[src/hw/rtl/notification_rate_limiter_assert.svh]
// ----------------------------------------------------------------------------
// notification_rate_limiter_assert.svh
// Assertion helpers used by the rate limiter top level.
// ----------------------------------------------------------------------------
`ifndef NOTIFICATION_RATE_LIMITER_ASSERT_SVH
`define NOTIFICATION_RATE_LIMITER_ASSERT_SVH

// Check that a condition implies another in the same cycle.
`define NRL_ASSERT_SAME(label, ante, cons) \
    label: assert property (@(posedge aclk) disable iff (!aresetn) \
        (ante) |-> (cons)) else $error("rate limiter check failed");

// Check that a condition implies another in the following cycle.
`define NRL_ASSERT_NEXT(label, ante, cons) \
    label: assert property (@(posedge aclk) disable iff (!aresetn) \
        (ante) |=> (cons)) else $error("rate limiter check failed");

`endif

[src/hw/rtl/nrl_pkg.sv]
// ----------------------------------------------------------------------------
// nrl_pkg
// Types and constants shared by the notification rate limiter modules.
// ----------------------------------------------------------------------------
`default_nettype none

package nrl_pkg;

    // Item commands
    typedef enum logic [1:0] {
        CMD_INIT       = 2'd0,
        CMD_TIME_CHECK = 2'd1,
        CMD_QUERY      = 2'd2,
        CMD_RESERVE    = 2'd3
    } nrl_command_t;

    // Configuration register indexes
    localparam int unsigned CFG_IDX_W = 3;
    localparam logic [CFG_IDX_W-1:0] REG_ALL_DAY_QUIET  = 3'd0;
    localparam logic [CFG_IDX_W-1:0] REG_QUIET_START    = 3'd1;
    localparam logic [CFG_IDX_W-1:0] REG_QUIET_END      = 3'd2;
    localparam logic [CFG_IDX_W-1:0] REG_ENROLLED       = 3'd3;
    localparam logic [CFG_IDX_W-1:0] REG_GENTLE_MODE    = 3'd4;
    localparam logic [CFG_IDX_W-1:0] REG_PAUSE_DEADLINE = 3'd5;

    localparam int unsigned CFG_DATA_W = 32;
    localparam int unsigned MINUTE_W   = 11;

    // Time constants, signed: day and gap 33 bits, PAUSE_FOREVER 32 bits
    localparam logic signed [32:0] DAY_SECONDS   = 33'sd86400;
    localparam logic signed [32:0] GAP_SECONDS   = 33'sd5400;
    localparam logic signed [31:0] PAUSE_FOREVER = -32'sd1;

    // Controller to datapath commands
    typedef struct packed {
        logic load;   // capture the accepted beat
        logic exec;   // apply the command, set up query checks
        logic scan;   // check one grant slot
    } nrl_ctrl_t;

    // Datapath to controller status
    typedef struct packed {
        nrl_command_t cmd;
        logic         answer;
    } nrl_status_t;

endpackage

`default_nettype wire

[src/hw/rtl/notification_rate_limiter.sv]
// Sequence: an input beat is accepted in ST_IDLE and applied in ST_EXEC; a query
//   then checks one grant slot a cycle in ST_SCAN; ST_OUT loads the result beat.
// Flow: one item at a time; ST_OUT waits while a previous result is untaken, and
//   the next item is accepted while the previous result waits on m_tready.
// Reset: aresetn synchronous, active low; clears the limiter state, the grant
//   slots and all configuration registers.
// ----------------------------------------------------------------------------
// notification_rate_limiter
// Admission limiter for notifications with a sequencing controller and a
// datapath holding the grant stamps, hold deadline and configuration.
// ----------------------------------------------------------------------------
`default_nettype none

`include "notification_rate_limiter_assert.svh"

module notification_rate_limiter
    import nrl_pkg::*;
#(
    parameter int unsigned SLOTS = 4
) (
    input  wire logic                  aclk,
    input  wire logic                  aresetn,
    // configuration write port
    input  wire logic                  cfg_wr_en,
    input  wire logic [CFG_IDX_W-1:0]  cfg_index,
    input  wire logic [CFG_DATA_W-1:0] cfg_wdata,
    // input items
    input  wire logic                  s_tvalid,
    output logic                       s_tready,
    // [31:0] now_seconds, [32] time_reliable, [43:33] minute_of_day,
    // [44] host_quiet, [47:45] zero
    input  wire logic [47:0]           s_tdata,
    // [1:0] command
    input  wire logic [1:0]            s_tuser,
    // results
    output logic                       m_tvalid,
    input  wire logic                  m_tready,
    // [0] answer, [7:1] zero
    output logic [7:0]                 m_tdata
);

    localparam int unsigned IDX_W = (SLOTS > 1) ? $clog2(SLOTS) : 1;

    nrl_ctrl_t        ctrl;
    nrl_status_t      status;
    logic [IDX_W-1:0] slot_idx;
    logic             m_answer;

    assign m_tdata = {7'b0, m_answer};

    nrl_ctrl #(
        .SLOTS (SLOTS),
        .IDX_W (IDX_W)
    ) u_ctrl (
        .aclk     (aclk),
        .aresetn  (aresetn),
        .s_tvalid (s_tvalid),
        .s_tready (s_tready),
        .m_tvalid (m_tvalid),
        .m_tready (m_tready),
        .m_answer (m_answer),
        .ctrl     (ctrl),
        .slot_idx (slot_idx),
        .status   (status)
    );

    nrl_datapath #(
        .SLOTS (SLOTS),
        .IDX_W (IDX_W)
    ) u_datapath (
        .aclk             (aclk),
        .aresetn          (aresetn),
        .cfg_wr_en        (cfg_wr_en),
        .cfg_index        (cfg_index),
        .cfg_wdata        (cfg_wdata),
        .in_command       (s_tuser),
        .in_now_seconds   (s_tdata[31:0]),
        .in_time_reliable (s_tdata[32]),
        .in_minute_of_day (s_tdata[43:33]),
        .in_host_quiet    (s_tdata[44]),
        .ctrl             (ctrl),
        .slot_idx         (slot_idx),
        .status           (status)
    );

    // One item in flight: no new beat right after an accept
    `NRL_ASSERT_NEXT(a_one_in_flight, s_tvalid && s_tready, !s_tready)
    // Slot scans happen only for queries
    `NRL_ASSERT_SAME(a_scan_query_only, ctrl.scan, status.cmd == CMD_QUERY)
    // Init and reserve always answer zero
    `NRL_ASSERT_NEXT(a_zero_answer,
        ctrl.exec && (status.cmd == CMD_INIT || status.cmd == CMD_RESERVE),
        !status.answer)

endmodule

`default_nettype wire

[src/hw/rtl/nrl_datapath.sv]
// ----------------------------------------------------------------------------
// nrl_datapath
// Item registers, limiter state, configuration registers and the admission
// checks, one grant slot per scan step.
// ----------------------------------------------------------------------------
`default_nettype none

module nrl_datapath
    import nrl_pkg::*;
#(
    parameter int unsigned SLOTS = 4,
    parameter int unsigned IDX_W = 2
) (
    input  wire logic                  aclk,
    input  wire logic                  aresetn,
    input  wire logic                  cfg_wr_en,
    input  wire logic [CFG_IDX_W-1:0]  cfg_index,
    input  wire logic [CFG_DATA_W-1:0] cfg_wdata,
    input  wire logic [1:0]            in_command,
    input  wire logic [31:0]           in_now_seconds,
    input  wire logic                  in_time_reliable,
    input  wire logic [MINUTE_W-1:0]   in_minute_of_day,
    input  wire logic                  in_host_quiet,
    input  wire nrl_ctrl_t             ctrl,
    input  wire logic [IDX_W-1:0]      slot_idx,
    output nrl_status_t                status
);

    localparam int unsigned CNT_W = $clog2(SLOTS + 1);

    // Configuration registers
    logic                       all_day_quiet_reg;
    logic [MINUTE_W-1:0]        quiet_start_reg;
    logic [MINUTE_W-1:0]        quiet_end_reg;
    logic                       enrolled_reg;
    logic                       gentle_mode_reg;
    logic signed [31:0]         pause_deadline_reg;

    // Captured item
    nrl_command_t               cmd_reg;
    logic signed [31:0]         now_reg;
    logic                       reliable_reg;
    logic [MINUTE_W-1:0]        minute_reg;
    logic                       sys_quiet_reg;

    // Limiter state
    logic                       initialised_reg, initialised_next;
    logic signed [32:0]         hold_reg, hold_next;
    logic signed [31:0]         last_trusted_reg, last_trusted_next;
    logic signed [31:0]         stamps_reg [SLOTS];
    logic signed [31:0]         stamps_next [SLOTS];

    // Query accumulation and plain answer
    logic                       ok_reg, ok_next;
    logic [CNT_W-1:0]           count_reg, count_next;
    logic                       answer_reg, answer_next;

    logic signed [32:0]         now_ext;
    logic signed [32:0]         day_deadline;
    logic signed [31:0]         last_eff;
    logic                       went_back;
    logic                       in_quiet;
    logic                       base_ok;
    logic signed [31:0]         slot_val;
    logic signed [32:0]         slot_ext;
    logic signed [32:0]         slot_age;
    logic                       slot_used;

    assign now_ext      = {now_reg[31], now_reg};
    assign day_deadline = now_ext + DAY_SECONDS;

    // Until the first init or time check, the time check treats now as the last trusted time
    assign last_eff  = initialised_reg ? last_trusted_reg : now_reg;
    assign went_back = now_reg < last_eff;

    // Quiet window, wrapping past midnight when start is above end
    always_comb begin
        if (all_day_quiet_reg) begin
            in_quiet = 1'b1;
        end else if (quiet_start_reg == quiet_end_reg) begin
            in_quiet = 1'b0;
        end else if (quiet_start_reg < quiet_end_reg) begin
            in_quiet = (minute_reg >= quiet_start_reg) && (minute_reg < quiet_end_reg);
        end else begin
            in_quiet = (minute_reg >= quiet_start_reg) || (minute_reg < quiet_end_reg);
        end
    end

    // Rules that do not depend on the grant slots
    assign base_ok = enrolled_reg && gentle_mode_reg && !sys_quiet_reg && !in_quiet
                     && (pause_deadline_reg != PAUSE_FOREVER)
                     && !(pause_deadline_reg > now_reg)
                     && !(now_ext < hold_reg);

    // One grant slot under test
    assign slot_val  = stamps_reg[slot_idx];
    assign slot_ext  = {slot_val[31], slot_val};
    assign slot_age  = now_ext - slot_ext;
    assign slot_used = (slot_val != 32'sd0);

    // Next-state logic
    always_comb begin
        initialised_next  = initialised_reg;
        hold_next         = hold_reg;
        last_trusted_next = last_trusted_reg;
        for (int i = 0; i < SLOTS; i++) begin
            stamps_next[i] = stamps_reg[i];
        end
        ok_next     = ok_reg;
        count_next  = count_reg;
        answer_next = answer_reg;

        if (ctrl.exec) begin
            answer_next = 1'b0;
            ok_next     = base_ok;
            count_next  = '0;
            case (cmd_reg)
                CMD_INIT: begin
                    for (int i = 0; i < SLOTS; i++) begin
                        stamps_next[i] = '0;
                    end
                    hold_next         = day_deadline;
                    last_trusted_next = now_reg;
                    initialised_next  = 1'b1;
                end
                CMD_TIME_CHECK: begin
                    if (!initialised_reg) begin
                        for (int i = 0; i < SLOTS; i++) begin
                            stamps_next[i] = '0;
                        end
                    end
                    if (!initialised_reg || !reliable_reg || went_back) begin
                        hold_next = day_deadline;
                    end
                    answer_next       = reliable_reg && !went_back;
                    last_trusted_next = now_reg;
                    initialised_next  = 1'b1;
                end
                CMD_RESERVE: begin
                    // shift toward slot zero, drop the oldest
                    for (int i = 0; i + 1 < SLOTS; i++) begin
                        stamps_next[i] = stamps_reg[i + 1];
                    end
                    stamps_next[SLOTS-1] = now_reg;
                end
                default: begin
                end
            endcase
        end

        // Scan one slot: future stamp, recent gap, daily count
        if (ctrl.scan) begin
            if (slot_ext > now_ext) begin
                ok_next = 1'b0;
            end
            if (slot_used && (slot_age < GAP_SECONDS)) begin
                ok_next = 1'b0;
            end
            if (slot_used && (slot_age < DAY_SECONDS)) begin
                count_next = count_reg + CNT_W'(1);
            end
        end
    end

    // Result of the current command
    always_comb begin
        status.cmd = cmd_reg;
        if (cmd_reg == CMD_QUERY) begin
            status.answer = ok_reg && (count_reg < CNT_W'(SLOTS));
        end else begin
            status.answer = answer_reg;
        end
    end

    // Capture the accepted beat and register the query accumulation and answer
    always_ff @(posedge aclk) begin
        if (ctrl.load) begin
            cmd_reg       <= nrl_command_t'(in_command);
            now_reg       <= in_now_seconds;
            reliable_reg  <= in_time_reliable;
            minute_reg    <= in_minute_of_day;
            sys_quiet_reg <= in_host_quiet;
        end
        ok_reg     <= ok_next;
        count_reg  <= count_next;
        answer_reg <= answer_next;
    end

    // Hold limiter state and configuration
    always_ff @(posedge aclk) begin
        if (!aresetn) begin
            initialised_reg    <= 1'b0;
            hold_reg           <= '0;
            last_trusted_reg   <= '0;
            for (int i = 0; i < SLOTS; i++) begin
                stamps_reg[i] <= '0;
            end
            all_day_quiet_reg  <= 1'b0;
            quiet_start_reg    <= '0;
            quiet_end_reg      <= '0;
            enrolled_reg       <= 1'b0;
            gentle_mode_reg    <= 1'b0;
            pause_deadline_reg <= '0;
        end else begin
            initialised_reg  <= initialised_next;
            hold_reg         <= hold_next;
            last_trusted_reg <= last_trusted_next;
            for (int i = 0; i < SLOTS; i++) begin
                stamps_reg[i] <= stamps_next[i];
            end
            if (cfg_wr_en) begin
                unique case (cfg_index)
                    REG_ALL_DAY_QUIET:  all_day_quiet_reg  <= cfg_wdata[0];
                    REG_QUIET_START:    quiet_start_reg    <= cfg_wdata[MINUTE_W-1:0];
                    REG_QUIET_END:      quiet_end_reg      <= cfg_wdata[MINUTE_W-1:0];
                    REG_ENROLLED:       enrolled_reg       <= cfg_wdata[0];
                    REG_GENTLE_MODE:    gentle_mode_reg    <= cfg_wdata[0];
                    REG_PAUSE_DEADLINE: pause_deadline_reg <= cfg_wdata;
                    default: begin
                    end
                endcase
            end
        end
    end

endmodule

`default_nettype wire

[src/hw/rtl/nrl_ctrl.sv]
// ----------------------------------------------------------------------------
// nrl_ctrl
// Sequencer for one item: accept, execute, scan the grant slots on a query,
// then load the output register.
// ----------------------------------------------------------------------------
`default_nettype none

module nrl_ctrl
    import nrl_pkg::*;
#(
    parameter int unsigned SLOTS = 4,
    parameter int unsigned IDX_W = 2
) (
    input  wire logic             aclk,
    input  wire logic             aresetn,
    input  wire logic             s_tvalid,
    output logic                  s_tready,
    output logic                  m_tvalid,
    input  wire logic             m_tready,
    output logic                  m_answer,
    output nrl_ctrl_t             ctrl,
    output logic [IDX_W-1:0]      slot_idx,
    input  wire nrl_status_t      status
);

    typedef enum logic [1:0] {
        ST_IDLE,
        ST_EXEC,
        ST_SCAN,
        ST_OUT
    } state_t;

    state_t           state_reg, state_next;
    logic [IDX_W-1:0] idx_reg, idx_next;
    logic             m_tvalid_reg, m_tvalid_next;
    logic             answer_reg, answer_next;
    logic             out_free;

    assign s_tready = (state_reg == ST_IDLE);
    assign m_tvalid = m_tvalid_reg;
    assign m_answer = answer_reg;
    assign slot_idx = idx_reg;
    assign out_free = !m_tvalid_reg || m_tready;

    // Commands to the datapath
    always_comb begin
        ctrl.load = (state_reg == ST_IDLE) && s_tvalid;
        ctrl.exec = (state_reg == ST_EXEC);
        ctrl.scan = (state_reg == ST_SCAN);
    end

    // Advance the sequence
    always_comb begin
        state_next    = state_reg;
        idx_next      = idx_reg;
        m_tvalid_next = m_tvalid_reg;
        answer_next   = answer_reg;

        // drop the beat once taken
        if (m_tvalid_reg && m_tready) begin
            m_tvalid_next = 1'b0;
        end

        unique case (state_reg)
            ST_IDLE: begin
                if (s_tvalid) begin
                    state_next = ST_EXEC;
                end
            end
            ST_EXEC: begin
                idx_next = '0;
                if (status.cmd == CMD_QUERY) begin
                    state_next = ST_SCAN;
                end else begin
                    state_next = ST_OUT;
                end
            end
            ST_SCAN: begin
                if (idx_reg == IDX_W'(SLOTS - 1)) begin
                    state_next = ST_OUT;
                end else begin
                    idx_next = idx_reg + IDX_W'(1);
                end
            end
            ST_OUT: begin
                if (out_free) begin
                    m_tvalid_next = 1'b1;
                    answer_next   = status.answer;
                    state_next    = ST_IDLE;
                end
            end
            default: begin
                state_next = ST_IDLE;
            end
        endcase
    end

    // Hold state and registered outputs
    always_ff @(posedge aclk) begin
        if (!aresetn) begin
            state_reg    <= ST_IDLE;
            idx_reg      <= '0;
            m_tvalid_reg <= 1'b0;
            answer_reg   <= 1'b0;
        end else begin
            state_reg    <= state_next;
            idx_reg      <= idx_next;
            m_tvalid_reg <= m_tvalid_next;
            answer_reg   <= answer_next;
        end
    end

endmodule

`default_nettype wire

[config.mk]
export PLATFORM = sky130hd
export DESIGN_NAME = notification_rate_limiter
export DESIGN_NICKNAME = d
export VERILOG_FILES = /design/src/hw/rtl/nrl_pkg.sv /design/src/hw/rtl/notification_rate_limiter.sv /design/src/hw/rtl/nrl_datapath.sv /design/src/hw/rtl/nrl_ctrl.sv
export VERILOG_INCLUDE_DIRS = /design/src /design/src/hw/rtl
export SDC_FILE = /design/constraint.sdc
export NUM_CORES = 1
export LEC_CHECK = 0
export ABC_AREA = 1
export BUFFER_PORTS_ARGS = -buffer_cell sky130_fd_sc_hd__buf_2
export CAP_MARGIN = 20
export CELL_PAD_IN_SITES_DETAIL_PLACEMENT = 1
export CELL_PAD_IN_SITES_GLOBAL_PLACEMENT = 2
export CORE_MARGIN = 5
export CORE_UTILIZATION = 33
export CTS_CLUSTER_DIAMETER = 120
export DETAILED_ROUTE_END_ITERATION = 10
export PLACE_DENSITY_LB_ADDON = 0.1
export SLEW_MARGIN = 25
export SYNTH_ARGS = -nofsm -noshare
export SYNTH_HDL_FRONTEND = slang
export SYNTH_HIERARCHICAL = 1
export SYNTH_SLANG_ARGS = --single-unit
[constraint.sdc]
create_clock -name aclk -period 3 [get_ports aclk]
set_clock_uncertainty 0.15 [all_clocks]
set_input_delay 0.3 -clock aclk [delete_from_list [all_inputs] [get_ports aclk]]
set_output_delay 0.3 -clock aclk [all_outputs]
set_load 0.05 [all_outputs]
==> results.md, run 1 <==
- For this design, the sink count on the clock tree is 309.
- The count of nets after finishing is 3124.
- In this run the number of H-tree levels came out at 2.
- The post-synthesis async set-or-reset flop share is 0%.
- Once the floorplan was initialized, standard cells occupied 33.4% of the core.
- The largest net degree at the start of global routing is 130.
- The power density relative to cell area is 874 nW/um2.
- After layout, the worst setup slack is -534 ps.
- The cell area that synthesis handed to floorplanning was 18100 um2.
- Summing all multi-input logic gate instances after layout gives 10900 um2.
- At the pin with the least slew margin, the transition time is 913 ps.
- Broken down by cell family, the worst path's largest delay share belongs to simple AND/OR/NAND/NOR gates.
- The checks that failed: setup timing.
- The number of global-route vias before repair is 19597.
- The top cell type by area accounts for 25.3% of the synthesized area.
- The critical-path cell with the highest stage delay is dfxtp_4.
- After synthesis, the netlist uses 58 different library cells.
- The mean instance size in the synthesized netlist is 7.72 um2.
- The endpoint required time on the critical path is 3300 ps.
- Sequential cells were found to cover 38.6% of the synthesized design area.
- In this run, synthesis produced a sequential element count of 309.
- TritonCTS built the clock tree.
- By instance count, the leading cell after synthesis is nand2_1.
- The overall fraction of global-route tracks in use is 23.8%.
- For this run, the leading register cell type out of synthesis is dfxtp_1.
- The initial DRC count is 785.
- At the later pin of the worst-skew pair, clock insertion delay measures 560 ps.
- STA classifies the critical path startpoint as a flip-flop.
- For this run, the detailed router's first-pass iteration total came to 5.
- Clock-pin slew was measured on the worst setup and hold paths at 50 ps.
- The antenna cell count is 0.
- The register with the most flip-flops in the layout has 128 of them.
- The type of destination of the critical path is a flip-flop.
- Using the TritonRoute via totals, the vias-per-cell ratio works out to 5.17.
- The horizontal extent of the die is 244 um.
- The number of endpoints with negative hold slack in the final report is 0.
- By area the synthesized netlist is led by dfxtp_1, edfxtp_1, ha_1.
- The floorplan step defined a core boundary enclosing 54100 um2.
- The highest ir drop seen on vdd is 0.000562 V.
- The die extent in y is 244 um.
- The static leakage is 11.2 nW.
- The worst hold-check path type is input pin to flip-flop.
- The signed area change from the synthesized netlist to the final layout is 45.6%.
- After detailed routing, the average wire length per cell comes to 20.5 um.
- Among the stages of the critical path, the cell type that occurs most often is nand2_2.
- The sequential cell area in the final layout is 7000 um2.
- In the synthesized netlist, the cells that appear most often are nand2_1, inv_1, dfxtp_1.
- The finished cells cover 26400 um2.
- The placed cell area is 21700 um2.
- The global-route congestion overflow total is 0.
- The detailed placer's ending HPWL is 51100 um.
- The number of buffers added by the clock tree synthesis step is 39.
- The initial antenna violation count is 0.
- Counting flops with a built-in enable in the synthesized netlist gives 80.
- The overall power consumption is 23.0 mW.
- The worst relative slew slack is 38.6%.
- The port buffer count is 89.
- The die covers 59600 um2.
- The longest clock path from root to sink contains 3 buffers.
- The highest attainable clock frequency is 0.283 GHz.
- The cell type with the highest aggregate area in the netlist is dfxtp_1.
- Setup repair after global routing could not meet its margin everywhere.
- The floorplan has 85 rows.
- Together, buffers and inverters on the worst path number 4.
- The routability congestion estimate is 0.899.
- For this block, the routed nets add up to 73900 um of wire.
- The DRC violation count after routing is 0.
- After layout, the minimum clock period comes to 3530 ps.
- Pin placement for this block handled 100 I/O pins.
- The number of slew-limit violations in the final report is 0.
- The run finished, with violations left.
- In this run the clock root is driven by a clkbuf_16.
- The tool flagged a number of max-cap violations equal to 0.
- The layout has 6416 filler cells.
- The critical path start-end classification is flip-flop to flip-flop.
- The top fanout value on the critical path is 5.
- The total of endpoints with negative setup slack in the final report is 37.
- The first global-routing pass estimated 113000 um of wire.
- Detailed routing inserted a total of 18596 vias.
- The count of warnings emitted by yosys is 6.
- The delay contributed by the slowest stage of the critical path is 380 ps.
- In the final layout, the share of cells above drive strength 1 is 30.3%.
- The number of routed nets with antenna violations is 0.
- The gate count of the mapped netlist is 2344.
- At the worst endpoint, the arrival time is 3830 ps.
- Dividing the final minimum period by the clock period gives 118%.
-- worst paths after layout --
path	start	endpoint	slack, ps	cells after the start
hold / removal	s_tvalid	u_ctrl/state_reg[0]	60	6
setup reg to reg	u_ctrl/slot_idx[0]	u_datapath/count_reg[1]	-530	29
setup / recovery	u_ctrl/slot_idx[0]	u_datapath/count_reg[1]	-530	29
hold reg to reg	u_datapath/enrolled_reg	u_datapath/enrolled_reg	310	2
-- per-layer routing --
layer	part of all wire (%)	track usage, %
met3	2.8	2.29
met1	46	31.5
met4	2.0	4.78
met2	49	42.4
met5	0	0
-- through the flow --
step | hold slack (ps) | cells | utilization [%] | TNS (ps) | setup WS, ps
after floorplan | 249 | 2350 | - | 0 | 6.32
after global placement | 293 | 3360 | 40.0 | -13640 | -637
after detailed placement | 299 | 3360 | 40.0 | -15630 | -790
after CTS | 34.9 | 3578 | 47.6 | -3610 | -450
after global routing | 67.7 | 3595 | 48.7 | -10290 | -734
final | 59.9 | 3595 | 48.7 | -5070 | -534
-- worst min-delay path: stages --
cell     delay [ps]
buf_2            90
inv_1            40
nand2_2          60
nand3_2         100
nand2_2          80
a21oi_2          50
-- cell type report --
type	count	area share, %
Multi-Input combinational cell	1616	41.3
Clock inverter	12	0.764
Sequential cell	309	26.5
Timing Repair Buffer	581	18.6
Clock buffer	60	4.42
Tap cell	696	3.30
Timing Repair inverter	3	0.228
Inverter	318	4.75
-- placed cells by master (no fill, tap or decap), types with 35 or more instances in the layout --
master / n
buf_4: 356
nand2_1: 310
inv_1: 298
dfxtp_1: 226
nor2_1: 167
a21oi_1: 164
o21ai_0: 143
ha_1: 137
o32ai_1: 94
buf_2: 88
dlygate4sd3_1: 86
nand2_2: 86
edfxtp_1: 80
nand3_1: 60
o21ai_1: 49
clkbuf_16: 43
nor3_1: 41
o211ai_1: 37
nand4_1: 37
a21oi_2: 35
-- repair_timing --
| item | in CTS | in global routing |
|---|---|---|
| hold buffers | 86 | 0 |
| pin swaps | 100 | 62 |
| gates cloned | 18 | 3 |
| gates resized for setup | 330 | 126 |
| setup buffers | 42 | 18 |
| endpoints found under the hold margin | 106 | 0 |
| endpoints found under the setup margin | 38 | 38 |
-- kinds of logic (layout without fill, tap and decap cells) --
| family | Yosys count | in the layout | synth area share [%] |
|---|---|---|---|
| simple gates | 821 | 822 | 19.9 |
| compound gates | 595 | 595 | 19.6 |
| buf+inv | 426 | 974 | 9.14 |
| flops | 309 | 309 | 38.6 |
| fa+ha+maj | 166 | 166 | 11.5 |
| xor+xnor | 26 | 26 | 1.26 |
| other cells | 1 | 7 | 0.0207 |
-- where the power goes --
group | switching, mW | total [mW] | internal (mW) | leakage [nW]
registers | 0.449 | 5.31 | 4.86 | 2.65
logic | 7.17 | 12.7 | 5.48 | 7.89
clock network | 1.95 | 5.06 | 3.11 | 0.668
No activity file was read; power rests on OpenSTA's default activity.
==> inputs of run 2 (changes only) <==
Settings changed: TNS_END_PERCENT from default to 10.
==> results.md, run 2 (same netlist as run 1, synthesis figures left out) <==
- The routability congestion estimate is 0.899 (unchanged).
- The static leakage is 10.9 nW (-2.7%).
- The run finished, with violations left.
- The slowest stage of the critical path is the dfxtp_4 cell.
- The shortest clock period the worst path allows after layout is 3530 ps (-0.293 ps).
- The CTS tree is done.
- The area of the core is 54100 um2 (unchanged).
- The count of max-cap constraint violations is 0 (unchanged).
- The worst hold-check path type is input pin to flip-flop.
- The fraction of final layout cells sized beyond drive strength 1 was 26.8% (-3.5 points).
- The placed cell area is 21700 um2 (unchanged).
- The horizontal extent of the die is 244 um (unchanged).
- The largest net degree at the start of global routing came to 130 (unchanged).
- The most used cell along the critical path is nand2_2.
- The worst setup path is captured at a flip-flop.
- The floorplan die area is 59600 um2 (unchanged).
- The final critical-path share of the clock period is 118% (about the same).
- The first-pass GRT wire length was 110000 um (-2.6%).
- The number of endpoints with negative hold slack in the final report is 0 (unchanged).
- The critical path arrival is 3830 ps (about the same).
- The element type at the critical path start is a flip-flop.
- The initial antenna violation count is 0 (unchanged).
- The overall fraction of global-route tracks in use came to 23.1% (-0.69 points).
- The average detailed-routed wire length per instance is 20.0 um (-2.5%).
- The initial DRC count is 765 (-2.5%).
- The clock-pin transition on the worst setup and hold timing paths is 50 ps (about the same).
- The top fanout value on the critical path is 5 (unchanged).
- The total vias in the final route is 18291 (-1.6%).
- The area of all placed cells without fillers is 25500 um2 (-3.1%).
- The first-pass iteration count of the detailed router is 5 (unchanged).
- The highest attainable clock frequency is 0.283 GHz (about the same).
- The count of nets after finishing was 3098 (-0.83%).
- The die extent in y is 244 um (unchanged).
- Broken down by cell family, the worst path's largest delay share belongs to simple AND/OR/NAND/NOR gates.
- In this run the most critical hold path is launched from s_tvalid.
- The number of slew-limit violations in the final report is 0 (unchanged).
- The launch point of the critical path is u_ctrl/slot_idx[0].
- The worst hold slack after final layout is 60.1 ps (+0.151 ps).
- The maximum buffer depth of the clock tree was 3 (unchanged).
- The delay contributed by the slowest stage of the critical path came to 380 ps (about the same).
- The DRC violation count after routing is 0 (unchanged).
- The worst relative slew slack is 39.9% (+1.3 points).
- The port buffer count came to 89 (unchanged).
- The number of clock sinks seen by CTS is 309 (unchanged).
- The global-route congestion overflow total is 0 (unchanged).
- Setup repair after global routing could not meet its margin everywhere.
- The number of routed nets with antenna violations came to 0 (unchanged).
- The endpoint required time on the critical path is 3300 ps (about the same).
- The power density relative to cell area is 868 nW/um2 (-0.62%).
- The H-tree depth reported by CTS was 2 (unchanged).
- The wire length after detailed routing is 71500 um (-3.2%).
- The worst setup path is of the flip-flop to flip-flop kind.
- The transition time at the pin with the least slew margin is 893 ps (-19.9 ps).
- The number of buffers added by the clock tree synthesis step is 39 (unchanged).
- The detailed placer's ending HPWL is 51100 um (unchanged).
- The signed area change from the synthesized netlist to the final layout is 41.1%.
- The checks that failed: setup timing.
- The initial core utilization is 33.4% (unchanged).
- The total of endpoints with negative setup slack in the final report came to 13 (-65%).
- The flip-flop count of the largest register, all copies and words added was 128 (unchanged).
- The clock insertion delay at the later pin of the skew report is 560 ps (about the same).
- The number of top-level pins came to 100 (unchanged).
- The highest ir drop seen on vdd is 0.000532 V (-5.3%).
- The antenna cell count is 0 (unchanged).
- The via-per-instance ratio is 5.12 (-0.92%).
- Leaving out fill and tap cells, the most frequent cell in the layout is buf_4.
- The number of global-route vias before repair is 19265 (-1.7%).
- The worst register-to-register path begins at u_ctrl/slot_idx[0].
- The cell at the root of the clock tree is clkbuf_16.
- The final setup slack of the worst path is -534 ps (+0.293 ps).
- The site row count is 85 (unchanged).
- The number of buffers and inverters on the critical path was 4 (unchanged).
- In the layout the commonest cells are buf_4, nand2_1, inv_1, dfxtp_1, nor2_1.
run 2: cell types whose count changed in the layout (fill, tap and decap cells not counted), sizes merged:
cell    previous run  this run
clkinv            10         8
nand2            420       419
buf              491       469
inv              318       317
run 2: through the flow:
stage | setup slack (ps) | power [mW] | utilization, % | setup TNS, ps | cells
after floorplan | 6.32 | 10.6 | - | 0 | 2350
after global placement | -637 | 14.8 | 40.0 | -13640 | 3360
after detailed placement | -790 | 15.1 | 40.0 | -15630 | 3360
after CTS | -450 | 21.7 | 46.3 | -4960 | 3554
after global routing | -734 | 23.7 | 47.2 | -8620 | 3569
final | -534 | 22.2 | 47.2 | -2310 | 3569
run 2: final cells by class:
type,instances,area [um2]
inverter,318,1220
multi-input combinational,1615,10500
sequential,309,7000
clock inverter,12,201
fill,6468,28600
timing repair buffer,559,4630
tap,696,871
clock buffer,60,1170
run 2: worst paths after layout:
path                                           to  slack (ps)  cells past startpoint
hold reg to reg   u_datapath/last_trusted_reg[31]         310                      2
setup / recovery          u_datapath/count_reg[1]        -530                     29
setup reg to reg          u_datapath/count_reg[1]        -530                     29
hold / removal                u_ctrl/state_reg[0]          60                      6
run 2: worst min-delay path, delay by kind of cell:
| kind | cells | cell delay, ps |
|---|---|---|
| compound gates | 1 | 50 |
| buf+inv | 2 | 130 |
| simple gates | 3 | 240 |
run 2: repair_timing:
action / 4_1_cts / 5_1_grt
hold buffers: 86 / 0
pin swaps: 64 / 53
endpoints found under the setup margin: 38 / 38
gates cloned: 7 / 3
resized for setup: 181 / 98
setup buffers: 29 / 13
endpoints found under the hold margin: 106 / 0
run 2: report_power, final:
group          total [mW]  internal [mW]  leakage, nW  switching, mW
clock network        5.05           3.11        0.668           1.94
registers            5.27           4.86         2.65          0.403
logic                11.9           5.10         7.58           6.76
total                22.2           13.1         10.9           9.10
run 2: layer usage:
layer,global-route usage (%),up-vias,part of all wire [%]
met1,30.4,8988,47
met4,4.70,0,1.9
met3,2.24,69,2.2
met5,0,-,0
li1,-,9028,-
met2,41.3,206,49
